[config.mk]
export PLATFORM = sky130hd
export DESIGN_NAME = bresenham_line_rasterizer_unit
export DESIGN_NICKNAME = d
export VERILOG_FILES = /design/src/design/blr_pkg.sv /design/src/design/bresenham_line_rasterizer_unit.sv
export SDC_FILE = /design/constraint.sdc
export NUM_CORES = 1
export LEC_CHECK = 0
export ABC_AREA = 1
export BUFFER_PORTS_ARGS = -buffer_cell sky130_fd_sc_hd__buf_2
export CORE_ASPECT_RATIO = 0.9
export CORE_UTILIZATION = 60
export DETAILED_ROUTE_END_ITERATION = 6
export GPL_TIMING_DRIVEN = 1
export HOLD_SLACK_MARGIN = 0.1
export PLACE_DENSITY = 0.8
export SYNTH_ARGS = -nofsm -noshare
export SYNTH_HDL_FRONTEND = slang
export SYNTH_SLANG_ARGS = --single-unit
[constraint.sdc]
create_clock -name clk -period 15.1 [get_ports clk]
set_clock_uncertainty 0.2 [all_clocks]
set_input_delay 1.51 -clock clk [delete_from_list [all_inputs] [get_ports clk]]
set_output_delay 1.51 -clock clk [all_outputs]
set_load 0.01 [all_outputs]
[src/design/blr_pkg.sv]
// ----------------------------------------------------------------------------
// blr_pkg
// Shared widths, register addresses and helpers for the line rasterizer.
// ----------------------------------------------------------------------------
`default_nettype none

package blr_pkg;

	localparam int COORD_BITS = 16;
	localparam int REG_W      = 13;
	localparam int ADDR_W     = 24;
	localparam int COLOR_W    = 32;
	localparam int DELTA_W    = COORD_BITS + 1;
	localparam int ERR_W      = COORD_BITS + 3;
	localparam int CMP_W      = (COORD_BITS > REG_W) ? COORD_BITS : REG_W;
	localparam int PADDR_W    = 3;
	localparam int PDATA_W    = 32;

	localparam logic [REG_W-1:0] WIDTH_RESET  = REG_W'(640);
	localparam logic [REG_W-1:0] HEIGHT_RESET = REG_W'(480);

	typedef enum logic {
		REG_WIDTH  = 1'b0,
		REG_HEIGHT = 1'b1
	} reg_idx_t;

	typedef enum logic {
		CMD_START = 1'b0,
		CMD_STEP  = 1'b1
	} cmd_t;

	typedef logic signed [COORD_BITS-1:0] coord_t;
	typedef logic signed [DELTA_W-1:0]    delta_t;
	typedef logic signed [ERR_W-1:0]      err_t;

	// low ADDR_W bits of a coordinate, zero-extended where narrower
	function automatic logic [ADDR_W-1:0] coord_to_addr(input logic [COORD_BITS-1:0] v);
		logic [COORD_BITS+ADDR_W-1:0] t;
		t = {{ADDR_W{1'b0}}, v};
		return t[ADDR_W-1:0];
	endfunction

	// zero-extend a non-negative coordinate to the compare width
	function automatic logic [CMP_W-1:0] coord_to_cmp(input logic [COORD_BITS-1:0] v);
		logic [COORD_BITS+CMP_W-1:0] t;
		t = {{CMP_W{1'b0}}, v};
		return t[CMP_W-1:0];
	endfunction

endpackage

`default_nettype wire

[src/design/bresenham_line_rasterizer_unit.sv]
// ----------------------------------------------------------------------------
// bresenham_line_rasterizer_unit
// Integer Bresenham line rasterizer: start loads a line, each step on an active line emits
// one pixel with clip flag, linear address and last flag.
// ----------------------------------------------------------------------------
// Pipeline: two register stages; stage 1 captures a step's pixel, stage 2 drives the output.
// Throughput: one transaction per cycle unless out_ready back-pressure stalls it; the line state
// updates at input accept, the address multiply-add sits in the second stage.
// Reset: arst_n clears line state (no line active), pipeline valids, and sets
// surface_width to 640 and surface_height to 480.
`default_nettype none

module bresenham_line_rasterizer_unit (
	input  wire                                clk,
	input  wire                                arst_n,
	// input channel
	input  wire                                in_valid,
	output logic                               in_ready,
	input  wire                                command,
	input  wire  signed [blr_pkg::COORD_BITS-1:0] start_x,
	input  wire  signed [blr_pkg::COORD_BITS-1:0] start_y,
	input  wire  signed [blr_pkg::COORD_BITS-1:0] end_x,
	input  wire  signed [blr_pkg::COORD_BITS-1:0] end_y,
	input  wire         [blr_pkg::COLOR_W-1:0]    line_color,
	// output channel
	output logic                               out_valid,
	input  wire                                out_ready,
	output logic signed [blr_pkg::COORD_BITS-1:0] pixel_x,
	output logic signed [blr_pkg::COORD_BITS-1:0] pixel_y,
	output logic        [blr_pkg::ADDR_W-1:0]     pixel_address,
	output logic        [blr_pkg::COLOR_W-1:0]    pixel_color,
	output logic                               inside_res,
	output logic                               last,
	// configuration
	input  wire                                psel,
	input  wire                                penable,
	input  wire                                pwrite,
	input  wire         [blr_pkg::PADDR_W-1:0]    paddr,
	input  wire         [blr_pkg::PDATA_W-1:0]    pwdata,
	output logic        [blr_pkg::PDATA_W-1:0]    prdata,
	output logic                               pready
);
	import blr_pkg::*;

	logic [REG_W-1:0] width_q;
	logic [REG_W-1:0] height_q;

	coord_t                cur_x_q, cur_y_q, goal_x_q, goal_y_q;
	delta_t                delta_x_q, delta_y_q;
	err_t                  err_q;
	logic                  step_x_neg_q, step_y_neg_q;
	logic [COLOR_W-1:0]    color_q;
	logic                  active_q;

	logic                  valid_s1;
	coord_t                x_s1, y_s1;
	logic [COLOR_W-1:0]    color_s1;
	logic                  inside_s1, last_s1;

	logic                  adv_s2, in_fire, cfg_wr;
	reg_idx_t              reg_sel;

	// start decode
	delta_t                sx0, sy0, sx1, sy1, dx_n, dy_n;
	err_t                  err_start;
	// step decode
	logic                  inside_now, last_now, mv_x, mv_y;
	err_t                  dx_e, dy_e, err_next;
	coord_t                x_next, y_next;
	// address
	logic [ADDR_W-1:0]     addr_calc;

	assign pready   = 1'b1;
	assign adv_s2   = !out_valid || out_ready;
	assign in_ready = !valid_s1 || adv_s2;
	assign in_fire  = in_valid && in_ready;
	assign reg_sel  = reg_idx_t'(paddr[2]);
	assign cfg_wr   = psel && penable && pwrite && pready;

	always_comb begin
		case (reg_sel)
			REG_WIDTH:  prdata = {{(PDATA_W-REG_W){1'b0}}, width_q};
			REG_HEIGHT: prdata = {{(PDATA_W-REG_W){1'b0}}, height_q};
			default:    prdata = '0;
		endcase
	end

	always_ff @(posedge clk or negedge arst_n) begin
		if (!arst_n) begin
			width_q  <= WIDTH_RESET;
			height_q <= HEIGHT_RESET;
		end else if (cfg_wr) begin
			case (reg_sel)
				REG_WIDTH:  width_q  <= pwdata[REG_W-1:0];
				REG_HEIGHT: height_q <= pwdata[REG_W-1:0];
				default:    ;
			endcase
		end
	end

	always_comb begin
		sx0  = delta_t'(start_x);
		sy0  = delta_t'(start_y);
		sx1  = delta_t'(end_x);
		sy1  = delta_t'(end_y);
		dx_n = (sx1 >= sx0) ? (sx1 - sx0) : (sx0 - sx1);
		dy_n = (sy1 >= sy0) ? (sy1 - sy0) : (sy0 - sy1);
		if (dx_n > dy_n)
			err_start = err_t'(dx_n >>> 1);
		else
			err_start = -err_t'(dy_n >>> 1);
	end

	always_comb begin
		inside_now = !cur_x_q[COORD_BITS-1] && !cur_y_q[COORD_BITS-1]
		             && (coord_to_cmp(cur_x_q) < CMP_W'(width_q))
		             && (coord_to_cmp(cur_y_q) < CMP_W'(height_q));
		last_now   = (cur_x_q == goal_x_q) && (cur_y_q == goal_y_q);
		dx_e       = err_t'(delta_x_q);
		dy_e       = err_t'(delta_y_q);
		mv_x       = err_q > -dx_e;
		mv_y       = err_q < dy_e;
		err_next   = err_q - (mv_x ? dy_e : '0) + (mv_y ? dx_e : '0);
		x_next     = mv_x ? (step_x_neg_q ? cur_x_q - coord_t'(1) : cur_x_q + coord_t'(1))
		                  : cur_x_q;
		y_next     = mv_y ? (step_y_neg_q ? cur_y_q - coord_t'(1) : cur_y_q + coord_t'(1))
		                  : cur_y_q;
	end

	// line state
	always_ff @(posedge clk or negedge arst_n) begin
		if (!arst_n) begin
			cur_x_q      <= '0;
			cur_y_q      <= '0;
			goal_x_q     <= '0;
			goal_y_q     <= '0;
			delta_x_q    <= '0;
			delta_y_q    <= '0;
			err_q        <= '0;
			step_x_neg_q <= 1'b0;
			step_y_neg_q <= 1'b0;
			color_q      <= '0;
			active_q     <= 1'b0;
		end else if (in_fire) begin
			if (cmd_t'(command) == CMD_START) begin
				cur_x_q      <= start_x;
				cur_y_q      <= start_y;
				goal_x_q     <= end_x;
				goal_y_q     <= end_y;
				delta_x_q    <= dx_n;
				delta_y_q    <= dy_n;
				err_q        <= err_start;
				step_x_neg_q <= !(start_x < end_x);
				step_y_neg_q <= !(start_y < end_y);
				color_q      <= line_color;
				active_q     <= 1'b1;
			end else if (active_q) begin
				if (last_now) begin
					active_q <= 1'b0;
				end else begin
					cur_x_q <= x_next;
					cur_y_q <= y_next;
					err_q   <= err_next;
				end
			end
		end
	end

	// stage 1: pixel captured
	always_ff @(posedge clk or negedge arst_n) begin
		if (!arst_n) begin
			valid_s1 <= 1'b0;
		end else if (in_ready) begin
			valid_s1 <= in_fire && (cmd_t'(command) == CMD_STEP) && active_q;
		end
	end

	always_ff @(posedge clk) begin
		if (in_fire) begin
			x_s1      <= cur_x_q;
			y_s1      <= cur_y_q;
			color_s1  <= color_q;
			inside_s1 <= inside_now;
			last_s1   <= last_now;
		end
	end

	// stage 2: address and output register
	assign addr_calc = coord_to_addr(y_s1) * {{(ADDR_W-REG_W){1'b0}}, width_q}
	                   + coord_to_addr(x_s1);

	always_ff @(posedge clk or negedge arst_n) begin
		if (!arst_n) begin
			out_valid <= 1'b0;
		end else if (adv_s2) begin
			out_valid <= valid_s1;
		end
	end

	always_ff @(posedge clk) begin
		if (adv_s2 && valid_s1) begin
			pixel_x       <= x_s1;
			pixel_y       <= y_s1;
			pixel_address <= inside_s1 ? addr_calc : '0;
			pixel_color   <= color_s1;
			inside_res    <= inside_s1;
			last          <= last_s1;
		end
	end

endmodule

`default_nettype wire

# --- Yosys cells after proc, flatten, opt, wreduce, memory -nomap -nowiden ---
# Cells that the tools add are included.
totals:
  regBits: 336
  inputBits: 139
  out_inout_bits: 125
  word_cells: 103
op_classes:
  n_addsub: 13
  multipliers: 1
  n_lt_le_gt_ge: 9
  n_eq_ne: 6
  muxes: 22
  n_bitwise: 2
  n_reduce_logical: 24
ops:
  columns: ["cell", "count"]
  rows:
  - ["2-to-1 mux 16 bit", 10]
  - ["2-to-1 mux 19 bit", 6]
  - ["subtractor 16 x 16 -> 17 bit", 4]
  - ["one-hot mux 32 bit (2 select lines)", 1]
  - ["2-to-1 mux 17 bit", 2]
  - ["adder 16 x 2 -> 16 bit, second input constant", 2]
  - ["equality test 16 bit", 2]
  - [">= comparator 16 bit", 2]
  - ["< comparator 16 x 13 -> 1 bit", 2]
  - ["< comparator 16 bit", 2]
  - ["subtractor 16 x 2 -> 16 bit, second input constant", 2]
  - ["adder 24 x 16 -> 24 bit", 1]
  - ["multiplier 16 x 13 -> 24 bit", 1]
  - ["adder 19 bit", 1]
  - ["greater-than comparator 19 bit", 1]
  - ["< comparator 19 x 17 -> 1 bit", 1]
  - ["negation 16 -> 19 bit", 1]
  - ["negation 17 -> 19 bit", 1]
  - ["subtractor 19 bit", 1]
  - ["greater-than comparator 17 bit", 1]
  - ["logical AND 1 bit", 10]
  - ["AND reduction 4 bit", 2]
  - ["logical NOT 1 bit", 6]
  - ["!= test 2 x 1 -> 1 bit, second input constant", 3]
  - ["other kinds (6)", 12]

# --- Longest topological paths before layout ---
# Gate-level depths: netlist of run 1.
logic_depth:
  ltp_word: 8
  mapped_depth: 39
  ltp_nobuf: 38

# --- Worst setup path after synthesis of run 1 ---
# No wires, ideal clock.
synth_timing:
  path_type: "in2reg"
  start: "in out_ready"
  end: "reg inside_res, enable pin"
  setup_time_ns: 0.568
  t_arrival_ns: 5.900
  t_required_ns: 14.332
  path_slack_ns: 8.432
  cell_stages: 2
  n_path_buf: 0
  cell_sequence: "inv_1 -> a21oi_1"
synth_via:
  elab_chain_cells: 2
synth_lines:
  columns: ["element", "line_no", "text"]
  rows:
  - ["from (decl)", "bresenham_line_rasterizer_unit.sv:27", "input wire out_ready,"]
  - ["logical OR 1 bit", "bresenham_line_rasterizer_unit.sv:74", "assign adv_s2 = !out_valid || out_ready;"]
  - ["logical AND 1 bit", "bresenham_line_rasterizer_unit.sv:201", "if (adv_s2 && valid_s1) begin"]
  - ["to (signal assigned)", "bresenham_line_rasterizer_unit.sv:206", "inside_res <= inside_s1;"]
  - ["to (decl)", "bresenham_line_rasterizer_unit.sv:32", "output logic inside_res,"]
# No other way between the ends.
# A chain may end at the register's enable or synchronous reset.

# --- Final worst setup path of run 1 ---
layout_timing:
  start: "reg delta_x_q[0]"
  end: "reg err_q[17]"
layout_via:
  elab_chain_cells: 8
  word_cells_on_any_way: 9
  cone_classes: "add/sub: 3; order compare: 1; mux: 5"
layout_lines:
  columns: ["element", "line_no", "text"]
  rows:
  - ["from (decl)", "bresenham_line_rasterizer_unit.sv:49", "delta_t delta_x_q, delta_y_q;"]
  - ["from (signal assigned)", "bresenham_line_rasterizer_unit.sv:150", "delta_x_q <= dx_n;"]
  - ["negation 17 -> 19 bit", "bresenham_line_rasterizer_unit.sv:121", "mv_x = err_q > -dx_e;"]
  - ["greater-than comparator 19 bit", "bresenham_line_rasterizer_unit.sv:121", null]
  - ["2-to-1 mux 19 bit", "bresenham_line_rasterizer_unit.sv:123", "err_next = err_q - (mv_x ? dy_e : '0) + (mv_y ? dx_e : '0);"]
  - ["subtractor 19 bit", "bresenham_line_rasterizer_unit.sv:123", null]
  - ["adder 19 bit (*)", "bresenham_line_rasterizer_unit.sv:123", null]
  - ["2-to-1 mux 19 bit (*)", "bresenham_line_rasterizer_unit.sv:158", "if (last_now) begin"]
  - ["2-to-1 mux 19 bit (*)", "bresenham_line_rasterizer_unit.sv:157", "end else if (active_q) begin"]
  - ["2-to-1 mux 19 bit (*)", "bresenham_line_rasterizer_unit.sv:145", "if (cmd_t'(command) == CMD_START) begin"]
  - ["to (signal assigned)", "bresenham_line_rasterizer_unit.sv:152", "err_q <= err_start;"]
  - ["to (signal assigned)", "bresenham_line_rasterizer_unit.sv:163", "err_q <= err_next;"]
  - ["to (decl)", "bresenham_line_rasterizer_unit.sv:50", "err_t err_q;"]
# Mark *: on every way between the ends. The rest lies on a longest branch, timed or not. The select of a mux whose other input is x is not followed.

==> flow_summary_export.csv, run 1 <==
group,metric,value,unit
placement,dp.cells,4343,
drt,drt-wirelength-per-cell,17.6,µm
drt,finalWirelength,77600,µm
global_route,grt_use_total,0.322,
setup_path,crit_path_start_kind,"flop",
clocking,h-tree-depth,2,
yosys,syn_area,29000,µm²
clocking,cts_resized,0,
yosys,synthXorXnorAreaFrac,0.0338,
global_route,grt_pass1_wl,124000,µm
sta,slew_violations,0,
global_route,grt_antenna_before_repair,6,
sta,fmax,133,MHz
yosys,synth_common_cells,"nand2_1, inv_1, ha_1",
placement,hpwl,59300,µm
setup_path,worst-endpoint-required,15340,ps
sta,slew_headroom,0.260,
setup_path,cp_max_fo,17,
yosys,ys_top_cells_by_area,"edfxtp_1, dfrtp_1, fa_1",
placement,io_buffers,222,
yosys,ys_ff_latch,336,
drt,antenna_left,0,
clocking,clock_latency,570,ps
sta,setup_violations,0,
layout,fin_nets,4340,
sta,tns,0,ps
clocking,clkSinkCount,336,
yosys,synthArstFlopShare,0.536,
layout,fill_cells,4068,
global_route,grt_max_degree,88,
layout,final_area,31700,µm²
status,violations,"design-rule violations",
yosys,ys_warn_count,0,
setup_path,critPathMaxStageDelay,630,ps
drt,via_count,24400,
drt,firstDrtPassIters,7,
sta,max_slew.worst_pin.slew,1110,ps
clocking,cts_hold_buf,0,
setup_path,critPathCaptureType,"flop",
floorplan,core_region_area,47800,µm²
layout,area_growth_syn_to_layout,9.07,%
sta,period_share,0.498,
yosys,ys_seq_area_frac,0.317,
floorplan,die_area,49300,µm²
clocking,post_cts_buffers,0,
sta,rsz0062_at_grt,"no",
placement,routabilityCongestion,0.976,
yosys,synth_mux_area_frac,0,
sta,hold_viol,0,
floorplan,rows,76,
setup_path,crit_type,"flop to flop",
yosys,synth_cells,3605,
setup_path,crit_slowest_cell,"nand2_1",
clocking,cts.path.max_buffers,3,
worst_hold_path,min_path_type,"flop to flop",
clocking,cts-root-buf,"clkbuf_16",
floorplan,initial_core_util,0.607,
floorplan,ios,264,
clocking,clkTransAtPathRegs,60,ps
yosys,synth_edf_count,156,
yosys,synth-main-ff-cell,"dfrtp_1",
yosys,yosys.area.top_type,"edfxtp_1",
yosys,syn_avg_cell_area,8.05,µm²
global_route,grt_pass1_vias,23500,
drt,viasPerCell,5.53,
drt,first_iter_violations,2278,
yosys,synth-simple-area-share,0.197,
yosys,synth_top_area_frac,0.161,
clocking,cts_tree,"done",
global_route,grt-ovfl-total,0,
yosys,synth_top_family_by_area,"adder cells",
job,maxCapViolations,0,
placement,place_area,30400,µm²
drt,drc_errors,42,
yosys,yosys.area_share.adder,0.238,
floorplan,die_x,234,µm
layout,final_cells,4415,
yosys,synth_cell_types,56,
yosys,yosysMostFrequentCell,"nand2_1",
yosys,synth_compound_area_frac,0.110,
setup_path,critPathArrivalTime,7760,ps
layout,layout-drive-gt1-share,0.103,
floorplan,die_y,211,µm
sta,fin_crit,7520,ps
clocking,cts_buffers,38,
status,run_status,"complete, but fails checks",
flip-flops by register name (all words and copies together), names as in the netlist, 13 cells and up:
signal         cells
pixel_color       32
height_q          13
err_q             19
width_q           13
color_s1          32
pixel_y           16
cur_y_q           16
goal_y_q          16
cur_x_q           16
delta_x_q         17
goal_x_q          16
pixel_x           16
color_q           32
delta_y_q         17
y_s1              16
pixel_address     24
x_s1              16
layout by cell type (no fill, tap or decap), types with 6 or more instances in the layout:
master,Yosys,layout
inv_1,620,618
conb_1,2,20
inv_2,9,10
nor2_4,6,7
a21boi_0,6,6
nand2_4,12,12
a21oi_1,234,233
a31oi_1,11,11
edfxtp_1,156,156
nand2_2,25,25
o21a_1,13,13
nor2_1,166,165
ha_1,260,260
xnor2_1,40,40
nand3b_1,6,6
o21ai_0,259,259
nand4_1,31,31
nand3_1,117,117
nor4_1,10,10
xor2_1,72,72
nor3_1,15,15
or2_2,16,16
buf_4,24,8
o211ai_1,24,24
nand2_1,936,936
buf_2,12,221
fa_1,182,182
dfstp_2,6,6
a211oi_1,7,7
o21bai_1,9,9
clkbuf_16,0,39
dfrtp_1,174,174
clkinv_2,0,9
per-stage QoR:
stage                      util  worst slack [ps]  hold slack, ps
final                     0.662              7580             219
after detailed placement  0.636              7760             205
after global routing      0.662              6920             222
after global placement    0.636              7720             201
after floorplan               -              8430             200
after CTS                 0.662              7680             219
cells by family after synthesis:
group / after synthesis
flip-flops: 336
adder cells (fa/ha/maj): 442
buffers and inverters: 764
AND/OR/NAND/NOR: 1358
XOR/XNOR: 112
AO/OA/AOI/OAI: 591
other: 2
critical path: cells and delay by family, from the launching register on:
| family | cells | cell delay (ps) |
|---|---|---|
| adder cells (fa/ha/maj) | 3 | 1220 |
| flip-flops | 1 | 440 |
| buffers and inverters | 4 | 340 |
| AND/OR/NAND/NOR | 16 | 3650 |
| AO/OA/AOI/OAI | 10 | 1540 |
worst paths after layout:
check | from | endpoint | slack (ps) | cells after the start
worst min-delay path | color_s1[26] | pixel_color[26] | 220 | 0
worst max register to register | delta_x_q[0] | err_q[17] | 7580 | 33
worst max-delay path | delta_x_q[0] | err_q[17] | 7580 | 33
min in group asynchronous | arst_n | color_q[23] | 740 | 1
worst min register to register | color_s1[26] | pixel_color[26] | 220 | 0
max in group asynchronous | arst_n | cur_y_q[3] | 12670 | 2
metal layers:
layer / global-route usage / up-vias / part of all wire
met3: 0.0533 / 151 / 0.094
met1: 0.463 / 11500 / 0.43
li1: - / 11700 / -
met2: 0.503 / 1023 / 0.45
met5: 0 / - / 0.00064
met4: 0.0925 / 8 / 0.028
final cells by class:
type	instances	area (µm²)	share of cell area
clock inverter	25	224	0.00707
multi-input combinational	2523	16900	0.533
inverter	630	2370	0.0748
sequential	336	9200	0.290
tap	624	781	0.0247
clock buffer	45	1020	0.0322
timing repair buffer	230	1180	0.0373
antenna	2	5.00	0.000158
Power of run 1 is not shown: default switching activity piles up to over one toggle a cycle in this logic, so the estimate is an artifact.
==> run 2: changes to the inputs <==
Settings changed: ABC_AREA 1 to 0, CORE_UTILIZATION 60 to 56, PLACE_DENSITY 0.8 to 0.79.
Clock period 15.1 ns to 6.4 ns, I/O delays scaled along.
==> run 2 against run 1 <==
Compared with the run above: the run ends with negative setup slack left; synthesized cell count fell by 19%; via count fell by 5.3%; critical path type unchanged; critical endpoint is now err_q[12]; clock-buffer cell count rose by 15.
==> flow_summary_export.csv, run 2 <==
group,metric,value,unit
setup_path,reg2reg_depth,29,
worst_hold_path,min_to,"valid_s1",
sta,period_share,1.05,
yosys,synth_edf_count,156,
sta,fin_crit,6750,ps
sta,fmax,148,MHz
global_route,grt_pass1_wl,129000,µm
sta,setup_violations,10,
floorplan,core_region_area,49200,µm²
floorplan,die_y,214,µm
yosys,ys_seq_area_frac,0.329,
drt,drc_errors,0,
layout,area_growth_syn_to_layout,17.3,%
global_route,grt_antenna_before_repair,5,
sta,max_slew.worst_pin.slew,1090,ps
floorplan,ios,264,
setup_path,cp_common_cell,"a21o_1",
yosys,syn_area,28000,µm²
setup_path,crit_slowest_cell,"or4_4",
clocking,cts.path.max_buffers,3,
yosys,ys_warn_count,0,
worst_hold_path,hold_depth,3,
setup_path,worst-endpoint-required,6610,ps
yosys,synth_mux_area_frac,0.0295,
yosys,synth_common_cells,"nand2_1, inv_1, ha_1",
status,violations,"negative setup slack",
layout,fin_nets,3877,
drt,antenna_left,0,
layout,top_regs,"color_q x32, color_s1 x32, pixel_color x32",
placement,hpwl,63200,µm
clocking,cts-root-buf,"clkbuf_16",
clocking,clkSinkCount,336,
status,run_status,"complete, but fails checks",
drt,finalWirelength,82300,µm
drt,viasPerCell,5.78,
setup_path,worstReg2RegEnd,"err_q[12]",
yosys,synthArstFlopShare,0.536,
yosys,synth-main-ff-cell,"dfrtp_1",
drt,via_count,23100,
global_route,grt_pass1_vias,23500,
yosys,synth-simple-area-share,0.153,
global_route,grt_max_degree,89,
layout,layout_common_cells,"nand2_1, inv_1, ha_1, buf_2, fa_1",
sta,hold_viol,0,
placement,io_buffers,222,
yosys,yosys.area_share.adder,0.247,
layout,layout-drive-gt1-share,0.189,
yosys,syn_avg_cell_area,9.52,µm²
setup_path,crit_type,"flop to flop",
floorplan,die_area,50800,µm²
layout,utilization,0.666,
clocking,cts_buffers,39,
yosys,synth_cells,2937,
drt,first_iter_violations,1709,
clocking,h-tree-depth,2,
drt,firstDrtPassIters,7,
yosys,synth_compound_area_frac,0.120,
placement,pre_cts_ws,-385,ps
setup_path,rrSetupSlack,-350,ps
sta,slew_headroom,0.272,
clocking,clock_latency,570,ps
layout,final_common_cell,"nand2_1",
placement,routabilityCongestion,0.970,
worst_hold_path,worstHoldStart,"in_valid",
worst_hold_path,min_path_type,"primary input to flop",
floorplan,rows,77,
setup_path,crit_path_start_kind,"flop",
clocking,clkTransAtPathRegs,60,ps
yosys,yosysMostFrequentCell,"nand2_1",
floorplan,initial_core_util,0.568,
sta,rsz0062_at_grt,"yes",
yosys,synth_cell_types,104,
clocking,cts_tree,"done",
setup_path,cp_max_fo,5,
global_route,grt_use_total,0.326,
sta,fin_ws,-350,ps
global_route,grt-ovfl-total,0,
yosys,synth_top_family_by_area,"adder cells",
setup_path,r2r_start,"delta_x_q[3]",
setup_path,critPathMaxStageDelay,560,ps
yosys,synth_top_area_frac,0.168,
yosys,synthXorXnorAreaFrac,0.0484,
yosys,ys_top_cells_by_area,"edfxtp_1, dfrtp_1, fa_1",
job,maxCapViolations,0,
drt,drt-wirelength-per-cell,20.6,µm
floorplan,die_x,238,µm
yosys,ys_ff_latch,336,
layout,fill_cells,3696,
sta,slew_violations,0,
setup_path,critPathArrivalTime,6960,ps
sta,tns,-1720,ps
yosys,yosys.area.top_type,"edfxtp_1",
setup_path,critPathCaptureType,"flop",
## run 2: cell types whose count changed after synthesis, sizes merged, moves of 39 or more
cell   previous run  this run
o21ai           265       143
a21oi           236       156
and2              4       103
mux2i             0        39
nand3           123        49
nor2            176       130
nand2           974       446
a21o              5        75
inv             629       364
## run 2: critical path: cells and delay by family, from the launching register on
kind,cells,cell delay [ps]
XOR/XNOR,2,240
buffers and inverters,2,260
adder cells (fa/ha/maj),4,1010
flip-flops,1,380
AO/OA/AOI/OAI,14,2620
AND/OR/NAND/NOR,7,1900
## run 2: final cells by class
cell class	instances	area (µm²)	share of cell area
multi-input cells	2120	17200	0.525
flip-flops and latches	336	9200	0.280
repair buffers	434	2820	0.0860
inverters	365	1370	0.0418
clock buffers	60	1150	0.0350
well taps	671	840	0.0256
clock inverters	12	206	0.00629
diodes	5	12.5	0.000381
## run 2: worst max-delay path by stage
| stage | startpoint | endpoint | cells past startpoint |
|---|---|---|---|
| finish | delta_x_q[3] | err_q[12] | 29 |
| floorplan | delta_x_q[4] | err_q[12] | 29 |
| detailed placement | delta_x_q[4] | err_q[14] | 28 |
| global placement | delta_x_q[4] | err_q[17] | 28 |
| global route | delta_x_q[3] | err_q[12] | 29 |
| CTS | delta_x_q[3] | err_q[12] | 29 |
## run 2: per-stage QoR
stage               hold WS (ps)  instances  instance area (µm²)
global placement             201       3876                30500
global route                 131       3999                32800
CTS                          119       3988                32400
floorplan                    144       2955                28100
finish                       128       4003                32800
detailed placement           205       3876                30500
## run 2: cell families after synthesis
kind of cell / Yosys count
AO/OA/AOI/OAI: 524
XOR/XNOR: 150
adder cells (fa/ha/maj): 442
buffers and inverters: 499
flip-flops: 336
multiplexers: 75
other: 2
AND/OR/NAND/NOR: 909
## run 2: repair_timing
| item | CTS | global route |
|---|---|---|
| setup endpoints to repair | 10 | 14 |
| resized for setup | 29 | 66 |
| gates cloned | 0 | 0 |
| hold buffers | 33 | 0 |
| endpoints found under the hold margin | 118 | 0 |
| pin swaps | 30 | 68 |
| buffers inserted | 7 | 13 |
## run 2: metal layers
layer / up-vias / wire [µm] / GRT usage / part of all wire
li1: 10500 / - / - / -
met1: 11300 / 33300 / 0.436 / 0.40
met2: 1084 / 38100 / 0.517 / 0.46
met3: 203 / 7660 / 0.0685 / 0.093
met4: 6 / 3250 / 0.133 / 0.039
met5: - / 36 / 0 / 0.00044
Power of run 2 is left out for the same reason.
